--- src/hw/rtl/thm_pkg.sv ---
// Shared constants and the fixed resistance curve for the thermistor table interpolator.
// Used by thermistor_table_interpolator and tb_top; depends on nothing.
`default_nettype none

package thm_pkg;

  // Fixed field widths of the stream payload.
  localparam int RES_W  = 28;
  localparam int TEMP_W = 12;

  // Stream bus widths, fields padded to whole bytes.
  localparam int S_DATA_W = 32;
  localparam int M_DATA_W = 16;

  // Curve geometry: entry k stands for k*STEP_DEG - BASE_DEG degrees.
  localparam int CURVE_FIXED_POINTS = 33;
  localparam int STEP_DEG           = 5;
  localparam int BASE_DEG           = 55;

  // Defaults for the top-level parameters.
  localparam int TABLE_POINTS_DEF   = 33;
  localparam int RES_FRAC_BITS_DEF  = 4;
  localparam int TEMP_FRAC_BITS_DEF = 4;

  // Curve entry k in ohms with frac fraction bits, rounded half up.
  // Entries past the fixed curve read as zero. Called with constants only.
  function automatic logic [RES_W-1:0] curve_entry(input int unsigned k,
                                                   input int unsigned frac);
    logic [63:0] mohm;
    logic [63:0] v;
    case (k)
      0:       mohm = 64'd437139000;
      1:       mohm = 64'd326906000;
      2:       mohm = 64'd246574000;
      3:       mohm = 64'd187518000;
      4:       mohm = 64'd143739000;
      5:       mohm = 64'd111025000;
      6:       mohm = 64'd86390000;
      7:       mohm = 64'd67699600;
      8:       mohm = 64'd53417700;
      9:       mohm = 64'd42428700;
      10:      mohm = 64'd33916400;
      11:      mohm = 64'd27280000;
      12:      mohm = 64'd22073400;
      13:      mohm = 64'd17963800;
      14:      mohm = 64'd14701000;
      15:      mohm = 64'd12095700;
      16:      mohm = 64'd10000000;
      17:      mohm = 64'd8313000;
      18:      mohm = 64'd6946070;
      19:      mohm = 64'd5829240;
      20:      mohm = 64'd4914200;
      21:      mohm = 64'd4161000;
      22:      mohm = 64'd3538180;
      23:      mohm = 64'd3020930;
      24:      mohm = 64'd2589510;
      25:      mohm = 64'd2228220;
      26:      mohm = 64'd1924430;
      27:      mohm = 64'd1668020;
      28:      mohm = 64'd1451000;
      29:      mohm = 64'd1266060;
      30:      mohm = 64'd1108440;
      31:      mohm = 64'd973500;
      32:      mohm = 64'd857575;
      default: mohm = 64'd0;
    endcase
    v = ((mohm << frac) + 64'd500) / 64'd1000;
    return v[RES_W-1:0];
  endfunction

endpackage

`default_nettype wire

--- src/hw/rtl/thermistor_table_interpolator.sv ---
// Top level of the thermistor table interpolator: curve memory, bisection sequencer, output.
// Depends on thm_pkg and thm_div.
`default_nettype none

// Channel  Dir  Bits  Contents
// s_*      in   32    tdata[27:0] resistance, unsigned, RES_FRAC_BITS fraction bits
// m_*      out  16    tdata[11:0] temperature, signed, TEMP_FRAC_BITS fraction bits;
//                     tuser[0] out_of_range
//
// For an item in range m_tvalid rises once the bisection probes and the division are done;
// there are at most ceil(log2(TABLE_POINTS-1)) probes. An item out of range skips both,
// and an exact probe hit or a flat bracket skips the divider. The single read port of the
// curve memory means each probe passes through ST_PROBE and then ST_CMP, and the divider
// yields one quotient bit per cycle.
// After reset the load sweep writes every curve memory entry while s_tready is low.
// A finished result waits in the output register; one further item may be accepted and
// worked on meanwhile, and it holds in its last step until the output register is free.
module thermistor_table_interpolator #(
  parameter int TABLE_POINTS   = thm_pkg::TABLE_POINTS_DEF,
  parameter int RES_FRAC_BITS  = thm_pkg::RES_FRAC_BITS_DEF,
  parameter int TEMP_FRAC_BITS = thm_pkg::TEMP_FRAC_BITS_DEF
) (
  input  wire logic                          clk,
  input  wire logic                          rst,
  input  wire logic                          s_tvalid,
  output logic                               s_tready,
  input  wire logic [thm_pkg::S_DATA_W-1:0]  s_tdata,  // [27:0] resistance
  output logic                               m_tvalid,
  input  wire logic                          m_tready,
  output logic [thm_pkg::M_DATA_W-1:0]       m_tdata,  // [11:0] temperature
  output logic                               m_tuser   // [0] out_of_range
);

  localparam int RES_W  = thm_pkg::RES_W;
  localparam int TEMP_W = thm_pkg::TEMP_W;
  localparam int IW     = $clog2(TABLE_POINTS);
  // The fraction is at most STEP_DEG * 2^TEMP_FRAC_BITS, which fits in KW bits.
  localparam int KW     = TEMP_FRAC_BITS + 3;
  localparam int NUM_W  = RES_W + KW;
  // Signed width for point temperature plus fraction before saturation.
  localparam int PW     = TEMP_FRAC_BITS + 14;

  localparam logic [IW-1:0] LAST_IDX = IW'(TABLE_POINTS - 1);
  localparam logic [KW-1:0] KSTEP    = KW'(thm_pkg::STEP_DEG << TEMP_FRAC_BITS);
  localparam logic signed [PW-1:0] T_MAX = PW'((2 ** (TEMP_W - 1)) - 1);
  localparam logic signed [PW-1:0] T_MIN = PW'(-(2 ** (TEMP_W - 1)));

  typedef enum logic [8:0] {
    ST_FILL  = 9'b000000001,
    ST_IDLE  = 9'b000000010,
    ST_FIRST = 9'b000000100,
    ST_LAST  = 9'b000001000,
    ST_PROBE = 9'b000010000,
    ST_CMP   = 9'b000100000,
    ST_MUL   = 9'b001000000,
    ST_DIV   = 9'b010000000,
    ST_OUT   = 9'b100000000
  } state_t;

  state_t state;

  // Constant curve values, written into the memory by the load sweep after reset.
  logic [RES_W-1:0] curve_const [TABLE_POINTS];
  for (genvar k = 0; k < TABLE_POINTS; k++) begin : g_curve
    assign curve_const[k] = thm_pkg::curve_entry(k, RES_FRAC_BITS);
  end

  logic [RES_W-1:0] mem [TABLE_POINTS];
  logic [RES_W-1:0] rdata;
  logic [IW-1:0]    rd_addr;
  logic [IW-1:0]    fill_idx;

  // Item context.
  logic [RES_W-1:0] r_q;
  logic [RES_W-1:0] lo_val;
  logic [RES_W-1:0] hi_val;
  logic [IW-1:0]    bot_idx;
  logic [IW-1:0]    top_idx;
  logic [IW-1:0]    probe_idx;
  logic [KW-1:0]    frac_q;
  logic             oor_q;

  logic [IW:0]      idx_sum;
  logic [IW-1:0]    probe_next;
  logic [IW-1:0]    bot_next;
  logic [IW-1:0]    top_next;
  logic             more_probes;

  logic             div_start;
  logic             div_done;
  logic [KW-1:0]    div_quot;
  logic [RES_W-1:0] lo_minus_r;
  logic [RES_W-1:0] den_w;
  logic [NUM_W-1:0] num_w;

  logic signed [PW-1:0] base_deg;
  logic signed [PW-1:0] temp_sum;
  logic [TEMP_W-1:0]    temp_sat;
  logic                 out_free;

  // Curve memory with a single read port: load sweep writes, registered read.
  always_ff @(posedge clk) begin
    if (state == ST_FILL) begin
      mem[fill_idx] <= curve_const[fill_idx];
    end
    rdata <= mem[rd_addr];
  end

  assign idx_sum    = {1'b0, top_idx} + {1'b0, bot_idx};
  assign probe_next = idx_sum[IW:1];

  always_comb begin
    case (state)
      ST_IDLE:  rd_addr = '0;
      ST_FIRST: rd_addr = LAST_IDX;
      ST_PROBE: rd_addr = probe_next;
      default:  rd_addr = probe_idx;
    endcase
  end

  // Bracket update from the probe that has just been read.
  always_comb begin
    bot_next = bot_idx;
    top_next = top_idx;
    if (r_q > rdata) begin
      top_next = probe_idx;
    end else begin
      bot_next = probe_idx;
    end
  end
  assign more_probes = {1'b0, top_next} > ({1'b0, bot_next} + (IW + 1)'(1));

  // Interpolation numerator and denominator; the bracket keeps both non-negative.
  assign lo_minus_r = lo_val - r_q;
  assign den_w      = lo_val - hi_val;
  assign num_w      = lo_minus_r * KSTEP;
  assign div_start  = (state == ST_MUL) && (den_w != '0);

  thm_div #(
    .NUM_W(NUM_W),
    .DEN_W(RES_W),
    .Q_W  (KW)
  ) u_div (
    .clk     (clk),
    .rst     (rst),
    .start   (div_start),
    .num     (num_w),
    .den     (den_w),
    .done    (div_done),
    .quotient(div_quot)
  );

  // Point temperature of the lower bracket entry plus the truncated fraction.
  assign base_deg = $signed(PW'(bot_idx) * PW'(thm_pkg::STEP_DEG))
                    - $signed(PW'(thm_pkg::BASE_DEG));
  assign temp_sum = (base_deg <<< TEMP_FRAC_BITS) + $signed(PW'(frac_q));

  always_comb begin
    if (temp_sum > T_MAX) begin
      temp_sat = T_MAX[TEMP_W-1:0];
    end else if (temp_sum < T_MIN) begin
      temp_sat = T_MIN[TEMP_W-1:0];
    end else begin
      temp_sat = temp_sum[TEMP_W-1:0];
    end
  end

  assign out_free = !m_tvalid || m_tready;
  assign s_tready = (state == ST_IDLE);

  // Sequencer.
  always_ff @(posedge clk) begin
    if (rst) begin
      state    <= ST_FILL;
      fill_idx <= '0;
      m_tvalid <= 1'b0;
    end else begin
      // The output register is loaded when it is empty or its item is being taken.
      if (state == ST_OUT && out_free) begin
        m_tvalid <= 1'b1;
      end else if (m_tready) begin
        m_tvalid <= 1'b0;
      end
      case (state)
        ST_FILL: begin
          fill_idx <= fill_idx + IW'(1);
          if (fill_idx == LAST_IDX) begin
            state <= ST_IDLE;
          end
        end
        ST_IDLE: begin
          if (s_tvalid) begin
            state <= ST_FIRST;
          end
        end
        ST_FIRST: state <= ST_LAST;
        ST_LAST: begin
          if (r_q > lo_val || r_q < rdata) begin
            state <= ST_OUT;
          end else begin
            state <= ST_PROBE;
          end
        end
        ST_PROBE: state <= ST_CMP;
        ST_CMP: begin
          if (r_q == rdata) begin
            state <= ST_OUT;
          end else if (more_probes) begin
            state <= ST_PROBE;
          end else begin
            state <= ST_MUL;
          end
        end
        ST_MUL: begin
          if (div_start) begin
            state <= ST_DIV;
          end else begin
            state <= ST_OUT;
          end
        end
        ST_DIV: begin
          if (div_done) begin
            state <= ST_OUT;
          end
        end
        ST_OUT: begin
          if (out_free) begin
            state <= ST_IDLE;
          end
        end
        default: state <= ST_FILL;
      endcase
    end
  end

  // Item context and output payload.
  always_ff @(posedge clk) begin
    case (state)
      ST_IDLE: begin
        r_q    <= s_tdata[RES_W-1:0];
        oor_q  <= 1'b0;
        frac_q <= '0;
      end
      ST_FIRST: lo_val <= rdata;
      ST_LAST: begin
        hi_val  <= rdata;
        bot_idx <= '0;
        top_idx <= LAST_IDX;
        oor_q   <= (r_q > lo_val) || (r_q < rdata);
      end
      ST_PROBE: probe_idx <= probe_next;
      ST_CMP: begin
        // An exact hit leaves the fraction at zero and takes the probe as the point.
        bot_idx <= bot_next;
        top_idx <= top_next;
        if (r_q > rdata) begin
          hi_val <= rdata;
        end else begin
          lo_val <= rdata;
        end
      end
      ST_DIV: begin
        if (div_done) begin
          frac_q <= div_quot;
        end
      end
      ST_OUT: begin
        if (out_free) begin
          m_tdata <= {{(thm_pkg::M_DATA_W - TEMP_W){1'b0}},
                      (oor_q ? {TEMP_W{1'b0}} : temp_sat)};
          m_tuser <= oor_q;
        end
      end
      default: begin
      end
    endcase
  end

endmodule

`default_nettype wire

--- src/hw/rtl/thm_div.sv ---
// Restoring serial divider for the interpolation fraction, one quotient bit per cycle.
// Depends on nothing; instantiated by thermistor_table_interpolator.
`default_nettype none

module thm_div #(
  parameter int NUM_W = 35,
  parameter int DEN_W = 28,
  parameter int Q_W   = 7
) (
  input  wire logic             clk,
  input  wire logic             rst,
  input  wire logic             start,
  input  wire logic [NUM_W-1:0] num,
  input  wire logic [DEN_W-1:0] den,
  output logic                  done,
  output logic [Q_W-1:0]        quotient
);

  // The caller guarantees num < den * 2^Q_W, so only Q_W steps are needed.
  localparam int SW = DEN_W + Q_W - 1;
  localparam int CW = (Q_W > 1) ? $clog2(Q_W) : 1;

  logic [NUM_W-1:0] rem;
  logic [SW-1:0]    dsh;
  logic [CW-1:0]    cnt;
  logic             busy;
  logic             fits;

  assign fits = rem >= NUM_W'(dsh);

  always_ff @(posedge clk) begin
    if (rst) begin
      busy <= 1'b0;
      done <= 1'b0;
    end else begin
      done <= busy && !start && (cnt == '0);
      if (start) begin
        busy <= 1'b1;
      end else if (busy && cnt == '0) begin
        busy <= 1'b0;
      end
    end
  end

  always_ff @(posedge clk) begin
    if (start) begin
      rem      <= num;
      dsh      <= SW'(den) << (Q_W - 1);
      cnt      <= CW'(Q_W - 1);
      quotient <= '0;
    end else if (busy) begin
      if (fits) begin
        rem <= rem - NUM_W'(dsh);
      end
      quotient <= {quotient[Q_W-2:0], fits};
      dsh      <= dsh >> 1;
      cnt      <= cnt - CW'(1);
    end
  end

endmodule

`default_nettype wire

--- config.mk ---
export PLATFORM = sky130hd
export DESIGN_NAME = thermistor_table_interpolator
export DESIGN_NICKNAME = d
export VERILOG_FILES = /design/src/hw/rtl/thm_pkg.sv /design/src/hw/rtl/thermistor_table_interpolator.sv /design/src/hw/rtl/thm_div.sv
export SDC_FILE = /design/constraint.sdc
export NUM_CORES = 1
export LEC_CHECK = 0
export BUFFER_PORTS_ARGS = -buffer_cell sky130_fd_sc_hd__buf_2
export CAP_MARGIN = 15
export CORE_UTILIZATION = 60
export DETAILED_ROUTE_END_ITERATION = 7
export PLACE_DENSITY = 0.72
export SLEW_MARGIN = 0
export SYNTH_ARGS = -nofsm -noshare
export SYNTH_HDL_FRONTEND = slang
export SYNTH_HIERARCHICAL = 1
export SYNTH_SLANG_ARGS = --single-unit
--- constraint.sdc ---
create_clock -name clk -period 7.86 [get_ports clk]
set_input_delay 1.572 -clock clk [delete_from_list [all_inputs] [get_ports clk]]
set_output_delay 1.572 -clock clk [all_outputs]
set_load 0.01 [all_outputs]
==> metrics, run 1 <==
status=finished clean; Crit path max-delay family=compound AO/OA/AOI/OAI gates; Nets=4403; sinks on the clock net=992; row cnt=102; ANT nets after route=0; post-route minimum period=6220 ps; core area=about 80000 sq um; Synth async-reset ratio=0%; CP endpoint kind=flip-flop; Slew HR=25.3%; CTS Root Cell=clkbuf_16; WS Path Type=reg -> reg; CTS Buf Count=99; input/output buffers=46; via count=32600; Ys Warns=6; CTS tree=built; first-pass GRT wire length=roughly 180000 um; Mapped Cells=~4100; final hold violation count=0; most frequent cells in the layout=edfxtp_1 (935), nand2_1 (862), nand3_1 (264); total gr overflow=0; Post-CTS Setup Inserts=0; Hold Buf Count CTS=0; commonest non-fill, non-tap cell in the layout=edfxtp_1; Avg Synthesized Cell Area=11.4 sq um; die height=approximately 280 um; final instance area=52200 sq um; EDFF count, synth=roughly 940; Starting Density=about three fifths; Critical Path RT=between 8000 and 9000 ps; Max Root-Sink Buffers=3; library cells used by synthesis=about 80; post-synthesis cell area=between 40000 and 50000 sq um; CP arrival=6690 ps; drt drc=0; CP startpoint kind=flip-flop; Seq cells post-synth=992; Crit Path Max Fanout=5; clk_lat worst skew=670 ps; Placed Area=49000 sq um; Final Max Tran Viols=0; worst hold path type=reg -> reg; # IOs=55; Final period util=between 70% and 80%; largest net degree at the start of global routing=144; clock transition at the registers of the reported paths=70 ps; final core utilization=67.2%; TNS Setup=0 ps; die area=80100 sq um; sequential fraction of the synthesis area=61.7%; # setup viols final=0; number of global-route vias before repair=just over 30000; maxcap violations=0; initial antenna violation count=4; first drt pass iteration count=6; Leak Pwr=around 19 nW; gpl congestion=around 0.92; cell area power density=243 nW/um^2; RSZ-0062 raised after global routing=false; CTS resizes=0; CTS H-tree depth=3; via/cell ratio=about 6; dpl hpwl=69500 um; fmax=161 MHz; Slew @ Worst Pin=1120 ps; Initial DRC Count=3304; VDD IR-drop max=around 250 uV; area grow syn2layout=10.2%; WL per Instance=between 20 and 25 um; final hold slack=449 ps; gr usage total=approximately 28%; clk_skew=about 28 ps; Ant. Diodes=0; Slowest-stage cell, CP=a2111oi_0; Largest stage delay, worst path=490 ps; Horiz. Die Dim=between 200 and 300 um; top_reg_cell synth=edfxtp_1; layout cells sized above 1=8.75%; crit path buf inv count=1; final WL=about 110000 um
==> synthesized netlist by cell type (6+ instances only) <==
master	count	area, sq um
nand2_1	862	3240
o21bai_1	12	90.1
nor4_1	6	37.5
nor2b_1	39	244
a211oi_1	17	128
nand3_1	264	1320
edfxtp_1	935	28100
a21o_1	53	398
o211ai_1	18	135
o31ai_1	25	188
a31oi_1	48	300
a221o_1	13	130
nor3_1	33	165
fa_1	7	140
dfxtp_1	57	1140
nand2b_1	33	206
xor2_1	45	394
a21oi_1	166	831
or3_1	9	56.3
a22o_1	33	289
and2_1	20	125
o31a_1	7	61.3
nand4_1	35	219
or2_2	11	68.8
mux2i_1	32	320
nor3b_1	6	45.0
inv_1	159	597
a311oi_1	112	981
o22ai_1	7	43.8
and3_1	104	651
nor2_1	207	777
a32oi_1	9	78.8
o21ai_0	138	691
ha_1	201	2510
a221oi_1	8	70.1
buf_2	43	215
xnor2_1	67	587
clkbuf_1	153	574
buf_1	27	101
mux2_2	6	67.6
o21a_1	27	203
==> worst paths after layout <==
kind                  startpoint                 endpoint  slack (ps)  cells past startpoint
max          lo_val[2]$_DFFE_PP_  u_div/rem[33]$_DFFE_PP_        1640                     27
min             rdata[8]$_DFF_P_      lo_val[8]$_DFFE_PP_         450                      0
max reg2reg  lo_val[2]$_DFFE_PP_  u_div/rem[33]$_DFFE_PP_        1640                     27
min reg2reg     rdata[8]$_DFF_P_      lo_val[8]$_DFFE_PP_         450                      0
==> power breakdown <==
group	internal, mW	switching (mW)	leakage [nW]
clock network	2.70	1.99	1.57
logic	0.297	1.09	8.86
registers	6.57	0.0632	8.86
==> logic make-up (layout without fill, tap and decap cells) <==
kind of cell / Yosys count / in the layout / share of synthesized area [%]
AO/OA/AOI/OAI: 746 / 746 / 10.8
XOR/XNOR: 112 / 112 / 2.07
adder cells (fa/ha/maj): 208 / 208 / 5.61
buffers and inverters: 388 / 473 / 3.22
flip-flops: 992 / 992 / 61.7
multiplexers: 39 / 39 / 0.866
other: 1 / 8 / 0.00792
AND/OR/NAND/NOR: 1661 / 1661 / 15.7
==> layer usage <==
metal	routed length, um	global-route usage [%]	vias to the layer above
li1	-	-	15200
met1	46200	37.5	15800
met2	55500	47.1	1276
met3	8480	4.03	246
met4	4070	11.0	4
met5	23	0	-
==> per-stage QoR <==
step                power [mW]  instances  setup WS (ps)
CTS                       12.7       5278           1640
floorplan                 7.50       4154           2230
finish                    12.7       5279           1640
global placement          8.07       5097           1710
global route              13.1       5279           1170
detailed placement        8.11       5097           1630
==> state kept, by name (all words and copies together), names as in the netlist, 9 cells and up <==
name and flops:
hi_val 23, state 9, rdata 23, mem 759, u_div/dsh 34, u_div/rem 35, r_q 28, lo_val 23
m_tdata 12
==> final cells by class <==
| cell class | instances | area [sq um] |
|---|---|---|
| repair buffers | 131 | 956 |
| fillers | 5666 | 25500 |
| clock buffers | 119 | 2620 |
| clock inverters | 62 | 599 |
| well taps | 1040 | 1300 |
| multi-input cells | 2774 | 16900 |
| flip-flops and latches | 992 | 29200 |
| inverters | 161 | 606 |
Note: power is estimated with default switching activity, not from simulation.
==> run 2: changes to the inputs <==
--- a/config.mk
+++ b/config.mk
@@ -5,9 +5,10 @@
 export SDC_FILE = /design/constraint.sdc
 export NUM_CORES = 1
 export LEC_CHECK = 0
+export ABC_AREA = 1
 export BUFFER_PORTS_ARGS = -buffer_cell sky130_fd_sc_hd__buf_2
 export CAP_MARGIN = 15
-export CORE_UTILIZATION = 60
+export CORE_UTILIZATION = 57
 export DETAILED_ROUTE_END_ITERATION = 7
 export PLACE_DENSITY = 0.72
 export SLEW_MARGIN = 0
==> constraint.sdc (replaced) <==
create_clock -name clk -period 5.41 [get_ports clk]
set_input_delay 1.082 -clock clk [delete_from_list [all_inputs] [get_ports clk]]
set_output_delay 1.082 -clock clk [all_outputs]
set_load 0.01 [all_outputs]
==> run 2 against run 1 <==
  * Register-to-register slack lost 1200 ps
  * The flow now finishes with violations (DRC)
  * Combinational power grew 100%
  * Clock skew grew 24 ps
  * Largest power group unchanged
  * Critical path depth shrank 6
  * Synthesized area grew 1.3%
  * Sequential share of layout area shrank 0.69 points
==> metrics, run 2 <==
worst setup path endpoint=u_div/rem[34]$_DFFE_PP_; Hold Buf Count CTS=0; number of flip-flops under the largest register name=759; sequential fraction of the synthesis area=between 60% and 70%; Synth top cells by count=edfxtp_1 (935), nor2_1 (815), nand2_1 (606); Seq cells post-synth=roughly 1000; top_reg_cell synth=edfxtp_1; CTS H-tree depth=3; Final Max Tran Viols=0; CP arrival=5400 ps; post-route minimum period=4970 ps; Avg Synthesized Cell Area=just over 10 sq um; fmax=201 MHz; clk_lat worst skew=690 ps; Slowest-stage cell, CP=edfxtp_1; CTS resizes=0; final core utilization=63.4%; power consumption=19.4 mW; # setup viols final=0; mux contribution to synthesized area=0%; Synth async-reset ratio=0%; most frequent CP cell=nand2_1; worst r2r path cells=21; RSZ-0062 raised after global routing=false; clk_skew=51.5 ps; worst hold path type=reg -> reg; crit path buf inv count=1; input/output buffers=46; CTS Root Cell=clkbuf_16; Yosys top cell area share=58.5%; FF-to-FF Start=lo_val[2]$_DFFE_PP_; Slew @ Worst Pin=1150 ps; Reg with most FFs=mem; Starting Density=57.5%; Leak Pwr=20.2 nW; Synth Area in Simple Gates=15.9%; final hold violation count=0; Ys Warns=6; Slew HR=a little under a quarter; # IOs=55; Mapped Cells=4665; cell area power density=between 300 and 400 nW/um^2; library cells used by synthesis=58; status=finished with violations; commonest non-fill, non-tap cell in the layout=edfxtp_1; Horiz. Die Dim=292 um; clock transition at the registers of the reported paths=60 ps; die height=292 um; largest net degree at the start of global routing=212; Synth Area in Compound Gates=10.9%; post-synthesis cell area=48000 sq um; gr usage total=approximately 29%; most frequent cells in the layout=edfxtp_1 (935), nor2_1 (786), nand2_1 (606); most common cell in the netlist=edfxtp_1; final WL=122000 um; CTS Buf Count=100; failing checks=DRC; core area=approximately 83000 sq um; row cnt=106; CP startpoint kind=flip-flop; CP endpoint kind=flip-flop; TNS Setup=0 ps; Crit Path Max Fanout=4; CTS tree=built; Critical Path RT=just under 6000 ps; via count=34200; area share of fa/ha/maj cells after synthesis=around 5.5%; initial antenna violation count=1; cell taking the most area after synthesis=edfxtp_1; leading post-synthesis cells by cell area=edfxtp_1 (59%), nor2_1 (6.4%), ha_1 (5.2%), nand2_1 (4.7%), o21ai_0 (4.2%); worst path cell trace=ha_1 > inv_1 > nor4_1 > nor2_1 > o21ai_1 > a21oi_1 > o21ai_0 > xor2_1 > ha_1 > ha_1 > a21oi_1 > a21boi_0 > o21ai_1 > a21boi_0 > o21bai_1 > nand2_1 > nand2_1 > a21oi_1 > nor2_1 > nand2_1 > nand2_1; FF-to-FF setup slack=440 ps; WL per Instance=20.8 um; VDD IR-drop max=328 uV; drt drc=2; number of global-route vias before repair=33200; Nets=about 5000; Post-CTS Setup Inserts=0; Initial DRC Count=3171; main combinational cell family by area after synthesis=simple AND/OR/NAND/NOR gates; Crit path depth=21; Final period util=91.9%; maxcap violations=0; total gr overflow=0; gpl congestion=0.960; first drt pass iteration count=8; largest registers=mem x759, u_div/rem x35, u_div/dsh x34; via/cell ratio=around 5.8; first-pass GRT wire length=187000 um; Crit path max-delay family=compound AO/OA/AOI/OAI gates; WS Path Type=reg -> reg; EDFF count, synth=slightly above 900; layout cells sized above 1=7.98%; area grow syn2layout=10.2%; ANT nets after route=0; dpl hpwl=74500 um; sinks on the clock net=992; xor and xnor area share after synthesis=under 10%; Max Root-Sink Buffers=3; reg-to-reg endpoint=u_div/rem[34]$_DFFE_PP_; die area=85300 sq um; Largest stage delay, worst path=400 ps; final hold slack=443 ps; worst setup path start=lo_val[2]$_DFFE_PP_
[run 2: cell count changes after synthesis, sizes merged, moves of 111 or more]
cell    change
inv       +262
o211ai    +148
nand2     -240
o21ai     +387
nor2      +619
a311oi    -111
[run 2: cells by family (layout without fill, tap and decap cells)]
kind of cell / Yosys count / in the layout
other cells: 1 / 9
flops: 992 / 992
simple gates: 1837 / 1837
compound gates: 928 / 928
buf+inv: 617 / 743
fa+ha+maj: 208 / 208
xor+xnor: 82 / 82
[run 2: layer usage]
metal,global-route usage (%),vias to the layer above,share of wire [%]
met1,37.1,16300,40
met2,48.9,1282,49
met3,3.60,254,7.3
li1,-,16300,-
met5,0,-,0.011
met4,11.6,2,3.7
[run 2: tightest hold or removal path, delay by kind of cell (launching register included)]
kind | cells | cell delay (ps)
flip-flops | 1 | 320
AND/OR/NAND/NOR | 2 | 100
[run 2: report_power, final]
group / total [mW] / switching [mW] / internal, mW
combinational: 2.84 / 2.20 / 0.637
sequential: 9.86 / 0.136 / 9.72
clock: 6.72 / 2.96 / 3.76
total: 19.4 / 5.30 / 14.1
[run 2: metrics by stage]
stage | cells | worst slack (ps) | cell area, sq um
after floorplan | 4672 | 1200 | 48000
after global placement | 5692 | 564 | 49700
after detailed placement | 5692 | 534 | 49700
after CTS | 5878 | 544 | 52900
after global routing | 5878 | 32.7 | 52900
final | 5879 | 436 | 52900
[run 2: cell type report]
cell class | count | area (sq um)
clock buffer | 119 | 2610
inverter | 425 | 1610
fill | 6578 | 30500
tap | 1080 | 1350
timing repair buffer | 132 | 1000
multi-input combinational | 3063 | 16500
clock inverter | 67 | 597
antenna | 1 | 2.50
sequential | 992 | 29200
[run 2: worst min-delay path by stage]
stage	startpoint	end	slack, ps	depth (start not counted)
after global routing	rdata[13]$_DFF_P_	hi_val[13]$_DFFE_PP_	450	0
after CTS	rdata[13]$_DFF_P_	hi_val[13]$_DFFE_PP_	440	0
after floorplan	mem[32][0]$_DFFE_PP_	rdata[0]$_DFF_P_	420	2
after detailed placement	mem[32][7]$_DFFE_PP_	rdata[7]$_DFF_P_	430	2
final	mem[32][4]$_DFFE_PP_	rdata[4]$_DFF_P_	440	2
after global placement	mem[32][9]$_DFFE_PP_	rdata[9]$_DFF_P_	420	2
